$ cat config.mk
export PLATFORM = sky130hd
export DESIGN_NAME = tpt_seq
export DESIGN_NICKNAME = d
export VERILOG_FILES = /design/src/hdl/tpt_pkg.sv /design/src/hdl/tpt_urom.sv /design/src/hdl/tpt_div.sv /design/src/hdl/tpt_seq.sv
export SDC_FILE = /design/constraint.sdc
export NUM_CORES = 1
export LEC_CHECK = 0
export ABC_AREA = 1
export BUFFER_PORTS_ARGS = -buffer_cell sky130_fd_sc_hd__buf_2
export CAP_MARGIN = 20
export CORE_UTILIZATION = 55
export CTS_CLUSTER_SIZE = 30
export DETAILED_ROUTE_END_ITERATION = 6
export PLACE_DENSITY = 0.77
export SKIP_CTS_REPAIR_TIMING = 1
export SLEW_MARGIN = 20
export SYNTH_ARGS = -nofsm -noshare
export SYNTH_HDL_FRONTEND = slang
export SYNTH_HIERARCHICAL = 1
export SYNTH_SLANG_ARGS = --single-unit
$ cat constraint.sdc
create_clock -name aclk -period 6.7 [get_ports aclk]
set_input_delay 1.005 -clock aclk [delete_from_list [all_inputs] [get_ports aclk]]
set_output_delay 1.005 -clock aclk [all_outputs]
set_load 0.01 [all_outputs]
$ cat src/hdl/tpt_pkg.sv
// shared types, constants and microcode encoding for the twin prime pair test
package tpt_pkg;

    // width of the candidate as the block sees it
    localparam int VALUE_BITS = 31;
    // working value width: holds n + 2 without wrap
    localparam int VAL_W = VALUE_BITS + 1;
    // trial divisor width: covers the square root of the value plus one
    localparam int D_W = (VAL_W + 1) / 2 + 1;
    // divider bit counter width
    localparam int CNT_W = $clog2(VAL_W);

    // microcode program geometry
    localparam int STEP_W = 4;

    typedef logic [STEP_W-1:0] tpt_step_t;

    // program addresses
    localparam tpt_step_t STEP_IDLE     = 4'd0;
    localparam tpt_step_t STEP_SETUP    = 4'd1;
    localparam tpt_step_t STEP_DIV_GO   = 4'd2;
    localparam tpt_step_t STEP_DIV_WAIT = 4'd3;
    localparam tpt_step_t STEP_BOUND    = 4'd4;
    localparam tpt_step_t STEP_REM      = 4'd5;
    localparam tpt_step_t STEP_COMP     = 4'd6;
    localparam tpt_step_t STEP_PRIME    = 4'd7;
    localparam tpt_step_t STEP_NEXT     = 4'd8;
    localparam tpt_step_t STEP_HOLD     = 4'd9;
    localparam tpt_step_t STEP_FINISH   = 4'd10;

    // datapath actions
    typedef enum logic [3:0] {
        ACT_NOP,
        ACT_LOAD_LOW,
        ACT_INIT_D,
        ACT_DIV_GO,
        ACT_INC_D,
        ACT_REC_COMP,
        ACT_REC_PRIME,
        ACT_LOAD_HIGH,
        ACT_DONE
    } tpt_act_t;

    // jump conditions: jump to target when true, else fall through
    typedef enum logic [3:0] {
        COND_NONE,
        COND_ALWAYS,
        COND_NO_START,
        COND_SMALL,
        COND_DIV_BUSY,
        COND_BOUND,
        COND_REM_NZ,
        COND_LOW_PASS,
        COND_OUT_FULL
    } tpt_cond_t;

    // one control word
    typedef struct packed {
        tpt_act_t  act;
        tpt_cond_t cond;
        tpt_step_t target;
    } tpt_uword_t;

    // control from the top level into the sequencer
    typedef struct packed {
        logic start;
        logic out_free;
    } tpt_ctl_t;

    // status and result from the sequencer
    typedef struct packed {
        logic idle;
        logic done;
        logic low_prime;
        logic high_prime;
    } tpt_res_t;

endpackage

$ cat src/hdl/tpt_urom.sv
// microcode read-only table of the trial division sequencer
module tpt_urom
    import tpt_pkg::*;
(
    input  tpt_step_t  step,
    output tpt_uword_t uword
);

    // one control word per program step
    always_comb begin
        case (step)
            STEP_IDLE:     uword = '{ACT_LOAD_LOW,  COND_NO_START, STEP_IDLE};
            STEP_SETUP:    uword = '{ACT_INIT_D,    COND_SMALL,    STEP_COMP};
            STEP_DIV_GO:   uword = '{ACT_DIV_GO,    COND_NONE,     STEP_IDLE};
            STEP_DIV_WAIT: uword = '{ACT_NOP,       COND_DIV_BUSY, STEP_DIV_WAIT};
            STEP_BOUND:    uword = '{ACT_NOP,       COND_BOUND,    STEP_PRIME};
            STEP_REM:      uword = '{ACT_INC_D,     COND_REM_NZ,   STEP_DIV_GO};
            STEP_COMP:     uword = '{ACT_REC_COMP,  COND_ALWAYS,   STEP_NEXT};
            STEP_PRIME:    uword = '{ACT_REC_PRIME, COND_NONE,     STEP_IDLE};
            STEP_NEXT:     uword = '{ACT_LOAD_HIGH, COND_LOW_PASS, STEP_SETUP};
            STEP_HOLD:     uword = '{ACT_NOP,       COND_OUT_FULL, STEP_HOLD};
            STEP_FINISH:   uword = '{ACT_DONE,      COND_ALWAYS,   STEP_IDLE};
            default:       uword = '{ACT_NOP,       COND_ALWAYS,   STEP_IDLE};
        endcase
    end

endmodule

$ cat src/hdl/tpt_div.sv
// restoring divider, one quotient bit per cycle
module tpt_div
    import tpt_pkg::*;
(
    input  logic             aclk,
    input  logic             aresetn,
    input  logic             go,
    input  logic [VAL_W-1:0] dividend,
    input  logic [D_W-1:0]   divisor,
    output logic             busy,
    output logic [VAL_W-1:0] quo,
    output logic [D_W-1:0]   rem
);

    logic             busy_reg, busy_next;
    logic [CNT_W-1:0] cnt_reg, cnt_next;
    logic [VAL_W-1:0] quo_reg, quo_next;
    logic [D_W-1:0]   rem_reg, rem_next;
    logic [D_W-1:0]   dsr_reg, dsr_next;
    logic [D_W:0]     trial;
    logic             fits;

    // shift in the next dividend bit and try the subtract
    assign trial = {rem_reg, quo_reg[VAL_W-1]};
    assign fits  = trial >= {1'b0, dsr_reg};

    always_comb begin
        busy_next = busy_reg;
        cnt_next  = cnt_reg;
        quo_next  = quo_reg;
        rem_next  = rem_reg;
        dsr_next  = dsr_reg;
        if (go) begin
            busy_next = 1'b1;
            cnt_next  = CNT_W'(VAL_W - 1);
            quo_next  = dividend;
            rem_next  = '0;
            dsr_next  = divisor;
        end else if (busy_reg) begin
            quo_next = {quo_reg[VAL_W-2:0], fits};
            rem_next = fits ? D_W'(trial - {1'b0, dsr_reg}) : trial[D_W-1:0];
            cnt_next = cnt_reg - 1'b1;
            if (cnt_reg == '0) begin
                busy_next = 1'b0;
            end
        end
    end

    always_ff @(posedge aclk) begin
        if (!aresetn) begin
            busy_reg <= 1'b0;
        end else begin
            busy_reg <= busy_next;
        end
        cnt_reg <= cnt_next;
        quo_reg <= quo_next;
        rem_reg <= rem_next;
        dsr_reg <= dsr_next;
    end

    assign busy = busy_reg;
    assign quo  = quo_reg;
    assign rem  = rem_reg;

endmodule

$ cat src/hdl/tpt_seq.sv
// microcoded sequencer and trial division datapath
module tpt_seq
    import tpt_pkg::*;
(
    input  logic                  aclk,
    input  logic                  aresetn,
    input  logic [VALUE_BITS-1:0] candidate,
    input  tpt_ctl_t              ctl,
    output tpt_res_t              res
);

    tpt_step_t        step_reg, step_next;
    logic [VAL_W-1:0] v_reg, v_next;
    logic [D_W-1:0]   d_reg, d_next;
    logic             which_reg, which_next;
    logic             lo_reg, lo_next;
    logic             hi_reg, hi_next;
    tpt_uword_t       uword;
    logic             cond_true;
    logic             div_busy;
    logic [VAL_W-1:0] div_quo;
    logic [D_W-1:0]   div_rem;

    // control store
    tpt_urom u_urom (
        .step  (step_reg),
        .uword (uword)
    );

    // shared divider
    tpt_div u_div (
        .aclk     (aclk),
        .aresetn  (aresetn),
        .go       (uword.act == ACT_DIV_GO),
        .dividend (v_reg),
        .divisor  (d_reg),
        .busy     (div_busy),
        .quo      (div_quo),
        .rem      (div_rem)
    );

    // condition select
    always_comb begin
        case (uword.cond)
            COND_NONE:     cond_true = 1'b0;
            COND_ALWAYS:   cond_true = 1'b1;
            COND_NO_START: cond_true = !ctl.start;
            COND_SMALL:    cond_true = (v_reg[VAL_W-1:1] == '0);
            COND_DIV_BUSY: cond_true = div_busy;
            COND_BOUND:    cond_true = VAL_W'(d_reg) > div_quo;
            COND_REM_NZ:   cond_true = (div_rem != '0);
            COND_LOW_PASS: cond_true = !which_reg;
            COND_OUT_FULL: cond_true = !ctl.out_free;
            default:       cond_true = 1'b1;
        endcase
    end

    // next step and datapath actions
    always_comb begin
        step_next  = cond_true ? uword.target : step_reg + 1'b1;
        v_next     = v_reg;
        d_next     = d_reg;
        which_next = which_reg;
        lo_next    = lo_reg;
        hi_next    = hi_reg;
        case (uword.act)
            ACT_LOAD_LOW: begin
                v_next     = VAL_W'(candidate);
                which_next = 1'b0;
            end
            ACT_INIT_D: begin
                d_next = D_W'(2);
            end
            ACT_INC_D: begin
                d_next = d_reg + 1'b1;
            end
            ACT_REC_COMP: begin
                if (which_reg) begin
                    hi_next = 1'b0;
                end else begin
                    lo_next = 1'b0;
                end
            end
            ACT_REC_PRIME: begin
                if (which_reg) begin
                    hi_next = 1'b1;
                end else begin
                    lo_next = 1'b1;
                end
            end
            ACT_LOAD_HIGH: begin
                v_next     = VAL_W'(candidate) + VAL_W'(2);
                which_next = 1'b1;
            end
            default: begin
            end
        endcase
    end

    always_ff @(posedge aclk) begin
        if (!aresetn) begin
            step_reg <= STEP_IDLE;
        end else begin
            step_reg <= step_next;
        end
        v_reg     <= v_next;
        d_reg     <= d_next;
        which_reg <= which_next;
        lo_reg    <= lo_next;
        hi_reg    <= hi_next;
    end

    assign res.idle       = (step_reg == STEP_IDLE);
    assign res.done       = (uword.act == ACT_DONE);
    assign res.low_prime  = lo_reg;
    assign res.high_prime = hi_reg;

endmodule

==> impl_metrics.toml, run 1 <==
[sta]
setup_slack_ps = 3030
setup_viol = 0
fin_crit_ps = 3670
fin_skew_ps = 4.74
max_freq_ghz = 0.272
hold_viol = 0
timing.final.crit_share = 0.548
relSlewSlack = 0.381
tns_ps = 0
drv_slew = 0
hold_slack_ps = 469
tightest_slew_ps = 923
rsz0062_at_grt = "false"

[power_and_ir_drop]
p_int_mw = 2.80
finalPower_mw = 4.90
cellLeakagePower_nw = 4.34
clock_power_share = 0.194
power_frac_seq = 0.360
switchingPower_mw = 2.10
swShare = 0.429
vdd_drop_max_uv = 258
p_per_area_nw_per_um2 = 530
pwr-share-comb = 0.446

[final_layout]
layout_common_cells = "322 x nand2_1, 149 x inv_1, 101 x edfxtp_1, 92 x nor2_1, 68 x nand3_1"
area_growth_pct = 11.7
layout_commonest_cell = "nand2_1"
final_cell_count_no_fill = 1285
drive_gt1_frac = 0.110
layout.nets = 1171
stdcell_area_um2 = 9240
utilization = 0.633
n_antenna_cell = 0
n_fill_cell = 1255
multiInputGateArea_um2 = 4020
ff_latch_area_um2 = 3570

[route]
drtIter0Drc = 464
via_per_inst = 5.28
drtAntennaViolNets = 0
routed_wl_mm = 17.6
vias = 6786
drt_pre_antenna_iters = 5
drc_errors = 0
avgRoutedWirePerCell_um = 13.7

[critical_path]
end_kind = "flip-flop"
reg2reg_slack_ps = 3030
crit_type = "reg2reg"
crit_arrival_ps = 3810
cp_max_fo = 54
required_ps = 6840
worst_setup_path_start_kind = "flip-flop"

[global_routing]
grt_pass1_vias = 6417
grt_usage = 0.239
antenna_found_initial = 0
grt_max_degree = 55
grt_remaining_overflow = 0
grt_pass1_wl_mm = 29.5

[floorplanning]
die_area_um2 = 15500
coreArea_um2 = 14600
die_y_um = 125
dieWidth_um = 125
ioPinCount = 39
rows = 44
initial_utilization = 0.567

[cts]
tritoncts = "done"
clkTransAtPathRegs_ps = 60
insertion_delay_ps = 410
clock-sinks = 128
root_buffer = "clkbuf_16"
ctsLongestPathBuffers = 2
h-tree-depth = 4
cts_buffers = 17

[synthesis]
synthDistinctLibCells = 51
ys_seq_area_frac = 0.432
syn_inst = 1044
ys_ff_latch = 128
syn_area_um2 = 8270
yosysWarnings = 6
syn_nets = 1127
avgSynthCellArea_um2 = 7.92

[placement]
dpl.cell_count = 1253
routabilityCongestion = 0.877
place_area_um2 = 8620
port_buffers = 38
dp.final_hpwl_mm = 13.1
place_ws_ps = 3080

[flow_run]
maxCapViolCount = 0

[run_status]
status = "completed"

[hold_path]
worstHoldPathType = "reg2reg"
worst max-delay path, cell delays in order, from the launching register on:
cell and delay, ps:
dfxtp_1 480, inv_1 190, ha_1 320, inv_1 40
nand2_1 60, nand3_1 60, nand2_1 150, nand2_2 140
nor2_4 120, buf_4 480, clkinv_1 920, nor2_1 320
a31oi_1 60
final cells by class:
type / count / area share
Clock buffer: 17 / 0.0460
Clock inverter: 15 / 0.0210
Multi-Input combinational cell: 745 / 0.435
Tap cell: 184 / 0.0249
Inverter: 154 / 0.0626
Timing Repair Buffer: 42 / 0.0238
Sequential cell: 128 / 0.387
logic make-up after synthesis:
| group | count (synthesis) | share of synthesized area |
|---|---|---|
| XOR/XNOR | 38 | 0.0402 |
| AO/OA/AOI/OAI | 70 | 0.0474 |
| adder cells (fa/ha/maj) | 48 | 0.0735 |
| AND/OR/NAND/NOR | 589 | 0.323 |
| buffers and inverters | 171 | 0.0840 |
| flip-flops | 128 | 0.432 |
path summary, 6_finish.rpt:
kind | cells after the start | to | from
setup reg to reg | 12 | u_div/quo[0] | step_reg[1]
setup / recovery | 12 | u_div/quo[0] | step_reg[1]
hold reg to reg | 2 | u_div/cnt_reg[3] | u_div/cnt_reg[3]
hold / removal | 2 | u_div/cnt_reg[3] | u_div/cnt_reg[3]
layer usage:
| metal | part of all wire | vias to the layer above | track usage |
|---|---|---|---|
| li1 | - | 3488 | - |
| met1 | 0.43 | 3066 | 0.293 |
| met2 | 0.50 | 197 | 0.416 |
| met3 | 0.046 | 35 | 0.0344 |
| met4 | 0.027 | 0 | 0.103 |
| met5 | 0 | - | 0 |
power groups by stage:
stage | Combinational, mW | Sequential, mW | Clock, mW
finish | 2.19 | 1.76 | 0.950
global route | 2.50 | 1.82 | 0.995
CTS | 2.18 | 1.76 | 0.963
detailed placement | 2.14 | 1.78 | 0
global placement | 2.08 | 1.76 | 0
floorplan | 1.69 | 1.67 | 0
synth_stat cells, drive strengths merged:
| library cell | number | share of area |
|---|---|---|
| clkbuf | 8 | 0.0048 |
| a41oi | 1 | 0.0011 |
| inv | 153 | 0.069 |
| nand3b | 11 | 0.010 |
| a22oi | 1 | 0.00091 |
| a21o | 1 | 0.00091 |
| nand4 | 23 | 0.020 |
| clkinv | 1 | 0.00045 |
| nor3b | 3 | 0.0027 |
| or2 | 6 | 0.0048 |
| xor2 | 23 | 0.024 |
| buf | 9 | 0.0092 |
| o2111ai | 1 | 0.0011 |
| ha | 47 | 0.071 |
| nor4 | 2 | 0.0015 |
| and3 | 1 | 0.00076 |
| nand3 | 76 | 0.052 |
| o21ai | 30 | 0.019 |
| dfxtp | 27 | 0.065 |
| or3 | 1 | 0.00076 |
| o21bai | 2 | 0.0032 |
| nor3 | 32 | 0.022 |
| fa | 1 | 0.0024 |
| nor2 | 103 | 0.054 |
| xnor2 | 15 | 0.016 |
| nand2 | 331 | 0.15 |
| edfxtp | 101 | 0.37 |
| a21oi | 33 | 0.020 |
| a31oi | 1 | 0.00076 |
Note: power is estimated with default switching activity, not from simulation.
==> run 2, diff against run 1 <==
==> constraint.sdc (replaced) <==
create_clock -name aclk -period 3.65 [get_ports aclk]
set_input_delay 0.5475 -clock aclk [delete_from_list [all_inputs] [get_ports aclk]]
set_output_delay 0.5475 -clock aclk [all_outputs]
set_load 0.01 [all_outputs]
==> run 2 against run 1 <==
Compared with the run above: die area did not move; fmax rose by 23%; final area rose by 0.11%; critical path depth did not move; largest cell class unchanged.
==> impl_metrics.toml, run 2 (same netlist as run 1, synthesis figures left out) <==
[critical_path]
crit_arrival_ps = 3330
end_kind = "flip-flop"
crit_type = "reg2reg"
worst_setup_path_start_kind = "flip-flop"
cp_max_fo = 33
required_ps = 3980

[flow_run]
maxCapViolCount = 0

[final_layout]
layout_common_cells = "322 x nand2_1, 149 x inv_1, 101 x edfxtp_1, 92 x nor2_1, 68 x nand3_1"
n_fill_cell = 1291
multiInputGateArea_um2 = 4010
ff_latch_area_um2 = 3570
area_growth_pct = 11.8
layout.nets = 1176
n_antenna_cell = 0
drive_gt1_frac = 0.109
layout_commonest_cell = "nand2_1"

[route]
via_per_inst = 5.18
drt_pre_antenna_iters = 5
avgRoutedWirePerCell_um = 13.2
drtAntennaViolNets = 0
drc_errors = 0
routed_wl_mm = 16.9
vias = 6673
drtIter0Drc = 441

[power_and_ir_drop]
p_int_mw = 5.14
p_per_area_nw_per_um2 = 963
switchingPower_mw = 3.77
pwr-share-comb = 0.449
clock_power_share = 0.193
vdd_drop_max_uv = 473
cellLeakagePower_nw = 4.34
swShare = 0.423
power_frac_seq = 0.359
finalPower_mw = 8.91

[sta]
drv_slew = 0
tns_ps = 0
setup_viol = 0
timing.final.crit_share = 0.820
tightest_slew_ps = 540
relSlewSlack = 0.639
rsz0062_at_grt = "false"
fin_crit_ps = 2990
hold_viol = 0
max_freq_ghz = 0.334
fin_skew_ps = 6.38

[global_routing]
grt_usage = 0.229
grt_pass1_vias = 6167
grt_pass1_wl_mm = 28.4
grt_max_degree = 54
grt_remaining_overflow = 0
antenna_found_initial = 0

[cts]
clkTransAtPathRegs_ps = 60
tritoncts = "done"
cts_buffers = 17
root_buffer = "clkbuf_16"
h-tree-depth = 4
clock-sinks = 128
ctsLongestPathBuffers = 2
insertion_delay_ps = 420

[floorplanning]
coreArea_um2 = 14600
die_y_um = 125
dieWidth_um = 125
ioPinCount = 39
initial_utilization = 0.567
rows = 44
die_area_um2 = 15500

[run_status]
status = "completed"

[placement]
routabilityCongestion = 0.911
dp.final_hpwl_mm = 12.7
port_buffers = 38

[hold_path]
worstHoldPathType = "in2reg"
-- run 2: cell count changes in the layout (fill, tap and decap cells not counted), sizes merged --
cell      previous run  this run
clkinvlp             2         3
buf                 42        47
clkinv              10         7
-- run 2: path summary, 6_finish.rpt --
path	start	end	slack (ps)	depth (start not counted)
setup / recovery	step_reg[0]	u_div/busy	660	12
hold / removal	candidate[0]	v_reg[0]	330	1
setup reg to reg	step_reg[0]	u_div/busy	660	12
hold reg to reg	u_div/cnt_reg[3]	u_div/cnt_reg[3]	460	2
-- run 2: final cells by class --
cell class,instances,share of cell area
Clock inverter,13,0.0185
Sequential cell,128,0.386
Timing Repair Buffer,47,0.0279
Inverter,154,0.0625
Multi-Input combinational cell,745,0.434
Tap cell,184,0.0249
Clock buffer,17,0.0460
-- run 2: routing by layer --
metal / track usage / routed length [um]
met5: 0 / 0
met4: 0.0978 / 312
met3: 0.0369 / 704
met2: 0.385 / 8300
met1: 0.290 / 7620
-- run 2: critical path: stages, from the launching register on --
cell and delay, ps:
dfxtp_1 490, inv_1 180, ha_1 260, nand3_2 130, o21ai_2 90, or2_2 340, nor2_4 110, nor2_2 40
buf_4 180, inv_1 320, buf_4 450, nand2_1 130, a41oi_1 190
-- run 2: power by group through the flow --
stage / registers (mW) / logic [mW] / clock network, mW
6_report: 3.20 / 4.00 / 1.72
5_1_grt: 3.29 / 4.60 / 1.80
4_1_cts: 3.19 / 3.99 / 1.74
3_5_place_dp: 3.21 / 3.96 / 0
3_3_place_gp: 3.18 / 3.87 / 0
2_1_floorplan: 3.05 / 3.11 / 0
-- run 2: stage by stage --
stage / setup WS [ps] / instance area [um2] / hold slack [ps] / util / instances
after detailed placement: 706 / 8650 / 448 / 0.593 / 1258
after floorplan: 192 / 8270 / 428 / - / 1044
after global routing: 461 / 9250 / 307 / 0.634 / 1288
final: 656 / 9250 / 326 / 0.634 / 1288
after global placement: 804 / 8650 / 442 / 0.593 / 1258
after CTS: 687 / 9250 / 306 / 0.634 / 1288
==> run 3, diff against run 2 <==
--- a/config.mk
+++ b/config.mk
@@ -11,7 +11,7 @@
 export CORE_UTILIZATION = 55
 export CTS_CLUSTER_SIZE = 30
 export DETAILED_ROUTE_END_ITERATION = 6
-export PLACE_DENSITY = 0.77
+export PLACE_DENSITY = 0.79
 export SKIP_CTS_REPAIR_TIMING = 1
 export SLEW_MARGIN = 20
 export SYNTH_ARGS = -nofsm -noshare
==> constraint.sdc (replaced) <==
create_clock -name aclk -period 2.7 [get_ports aclk]
set_input_delay 0.405 -clock aclk [delete_from_list [all_inputs] [get_ports aclk]]
set_output_delay 0.405 -clock aclk [all_outputs]
set_load 0.01 [all_outputs]
==> run 3 against run 2 <==
Compared with the run above: first-iteration DRC count is 5.9% higher; routed wire length is 0.28% higher; power is 38% higher; worst hold slack worse by 140 ps; die area stayed put; clock power is 38% higher; register-to-register slack worse by 440 ps; sequential power is 33% higher; via count is 0.33% higher; critical path type unchanged; critical endpoint is now v_reg[23].
==> impl_metrics.toml, run 3 (same netlist as run 1, synthesis figures left out) <==
[placement]
dp.final_hpwl_mm = 12.7
port_buffers = 38
routabilityCongestion = 0.917

[floorplanning]
ioPinCount = 39
die_area_um2 = 15500
initial_utilization = 0.567
coreArea_um2 = 14600
dieWidth_um = 125
rows = 44
die_y_um = 125

[global_routing]
grt_max_degree = 34
grt_pass1_vias = 6424
grt_pass1_wl_mm = 29.0
antenna_found_initial = 0
grt_usage = 0.232
grt_remaining_overflow = 0

[route]
drt_pre_antenna_iters = 5
avgRoutedWirePerCell_um = 13.1
via_per_inst = 5.17
drtIter0Drc = 467
vias = 6695
routed_wl_mm = 17.0
drtAntennaViolNets = 0
drc_errors = 0

[sta]
fin_crit_ps = 2480
hold_slack_ps = 186
drv_slew = 0
fin_skew_ps = 10.8
tns_ps = 0
setup_viol = 0
tightest_slew_ps = 846
relSlewSlack = 0.435
timing.final.crit_share = 0.919
hold_viol = 0
max_freq_ghz = 0.403

[final_layout]
layout.nets = 1182
n_fill_cell = 1231
n_antenna_cell = 0
area_growth_pct = 13.2
layout_commonest_cell = "nand2_1"
multiInputGateArea_um2 = 4020
layout_common_cells = "319 x nand2_1, 149 x inv_1, 101 x edfxtp_1, 92 x nor2_1, 68 x nand3_1"
drive_gt1_frac = 0.120
ff_latch_area_um2 = 3570

[critical_path]
crit_type = "reg2reg"
worst_setup_path_start_kind = "flip-flop"
cp_cell_sequence = "inv_1 -> ha_1 -> nand3_2 -> nand2_2 -> nand2_2 -> nor2_8 -> nand4_4 -> nor3_4 -> nand2_4 -> nor2_4 -> nand2_1 -> xor2_1"
end_kind = "flip-flop"
critical_path.most_common_cell = "nand2_2"
critPathSlowestCell = "nor3_4"
crit_arrival_ps = 2650
required_ps = 2870
cp_slowest_stage_delay_ps = 330
cp_max_fo = 6

[power_and_ir_drop]
pwr-share-comb = 0.460
cellLeakagePower_nw = 4.41
p_int_mw = 7.12
vdd_drop_max_uv = 794
swShare = 0.422
switchingPower_mw = 5.19
p_per_area_nw_per_um2 = 1320
power_frac_seq = 0.347
clock_power_share = 0.193

[cts]
ctsLongestPathBuffers = 2
cts_buffers = 17
clkTransAtPathRegs_ps = 60
h-tree-depth = 4
tritoncts = "done"
insertion_delay_ps = 420
root_buffer = "clkbuf_16"
clock-sinks = 128

[flow_run]
maxCapViolCount = 0

[run_status]
status = "completed"

[hold_path]
worstHoldPathType = "in2reg"
==> run 3: final cells by class <==
class,count,share of cell area
flip-flops and latches,128,0.382
clock inverters,14,0.0202
repair buffers,53,0.0364
well taps,184,0.0246
inverters,154,0.0617
multi-input cells,745,0.430
clock buffers,18,0.0458
==> run 3: stage by stage <==
stage	util	setup WS (ps)	area [um2]	std cells	power, mW
after floorplan	-	25.2	8290	1044	8.35
after global placement	0.598	306	8730	1263	9.67
after detailed placement	0.598	235	8730	1263	9.86
after CTS	0.641	184	9350	1295	12.3
after global routing	0.642	-0.443	9360	1296	13.4
final	0.642	219	9360	1296	12.3
==> run 3: per-layer routing <==
metal / vias to the layer above / global-route usage / part of all wire
met5: - / 0 / 0
li1: 3507 / - / -
met4: 0 / 0.108 / 0.030
met1: 3014 / 0.279 / 0.45
met2: 144 / 0.400 / 0.48
met3: 30 / 0.0430 / 0.033
==> run 3: power by group through the flow <==
stage	logic (mW)	registers [mW]	clock network (mW)
2_1_floorplan	4.26	4.10	0
3_3_place_gp	5.43	4.24	0
3_5_place_dp	5.57	4.29	0
4_1_cts	5.64	4.27	2.42
5_1_grt	6.50	4.40	2.49
6_report	5.66	4.27	2.38
==> run 3: final timing paths <==
| kind | to | startpoint | slack (ps) | cells past startpoint |
|---|---|---|---|---|
| max | v_reg[23] | step_reg[1] | 220 | 12 |
| min reg2reg | u_div/cnt_reg[3] | u_div/cnt_reg[3] | 460 | 2 |
| min | v_reg[0] | candidate[0] | 190 | 1 |
| max reg2reg | v_reg[23] | step_reg[1] | 220 | 12 |
==> run 3: worst max-delay path, delay by kind of cell (launching register included) <==
family | cells | cell delay, ps
adders and majority gates | 1 | 210
xor gates and xnor gates | 1 | 160
and+or+nand+nor | 9 | 1400
buffers and inverters | 1 | 150
DFF | 1 | 310
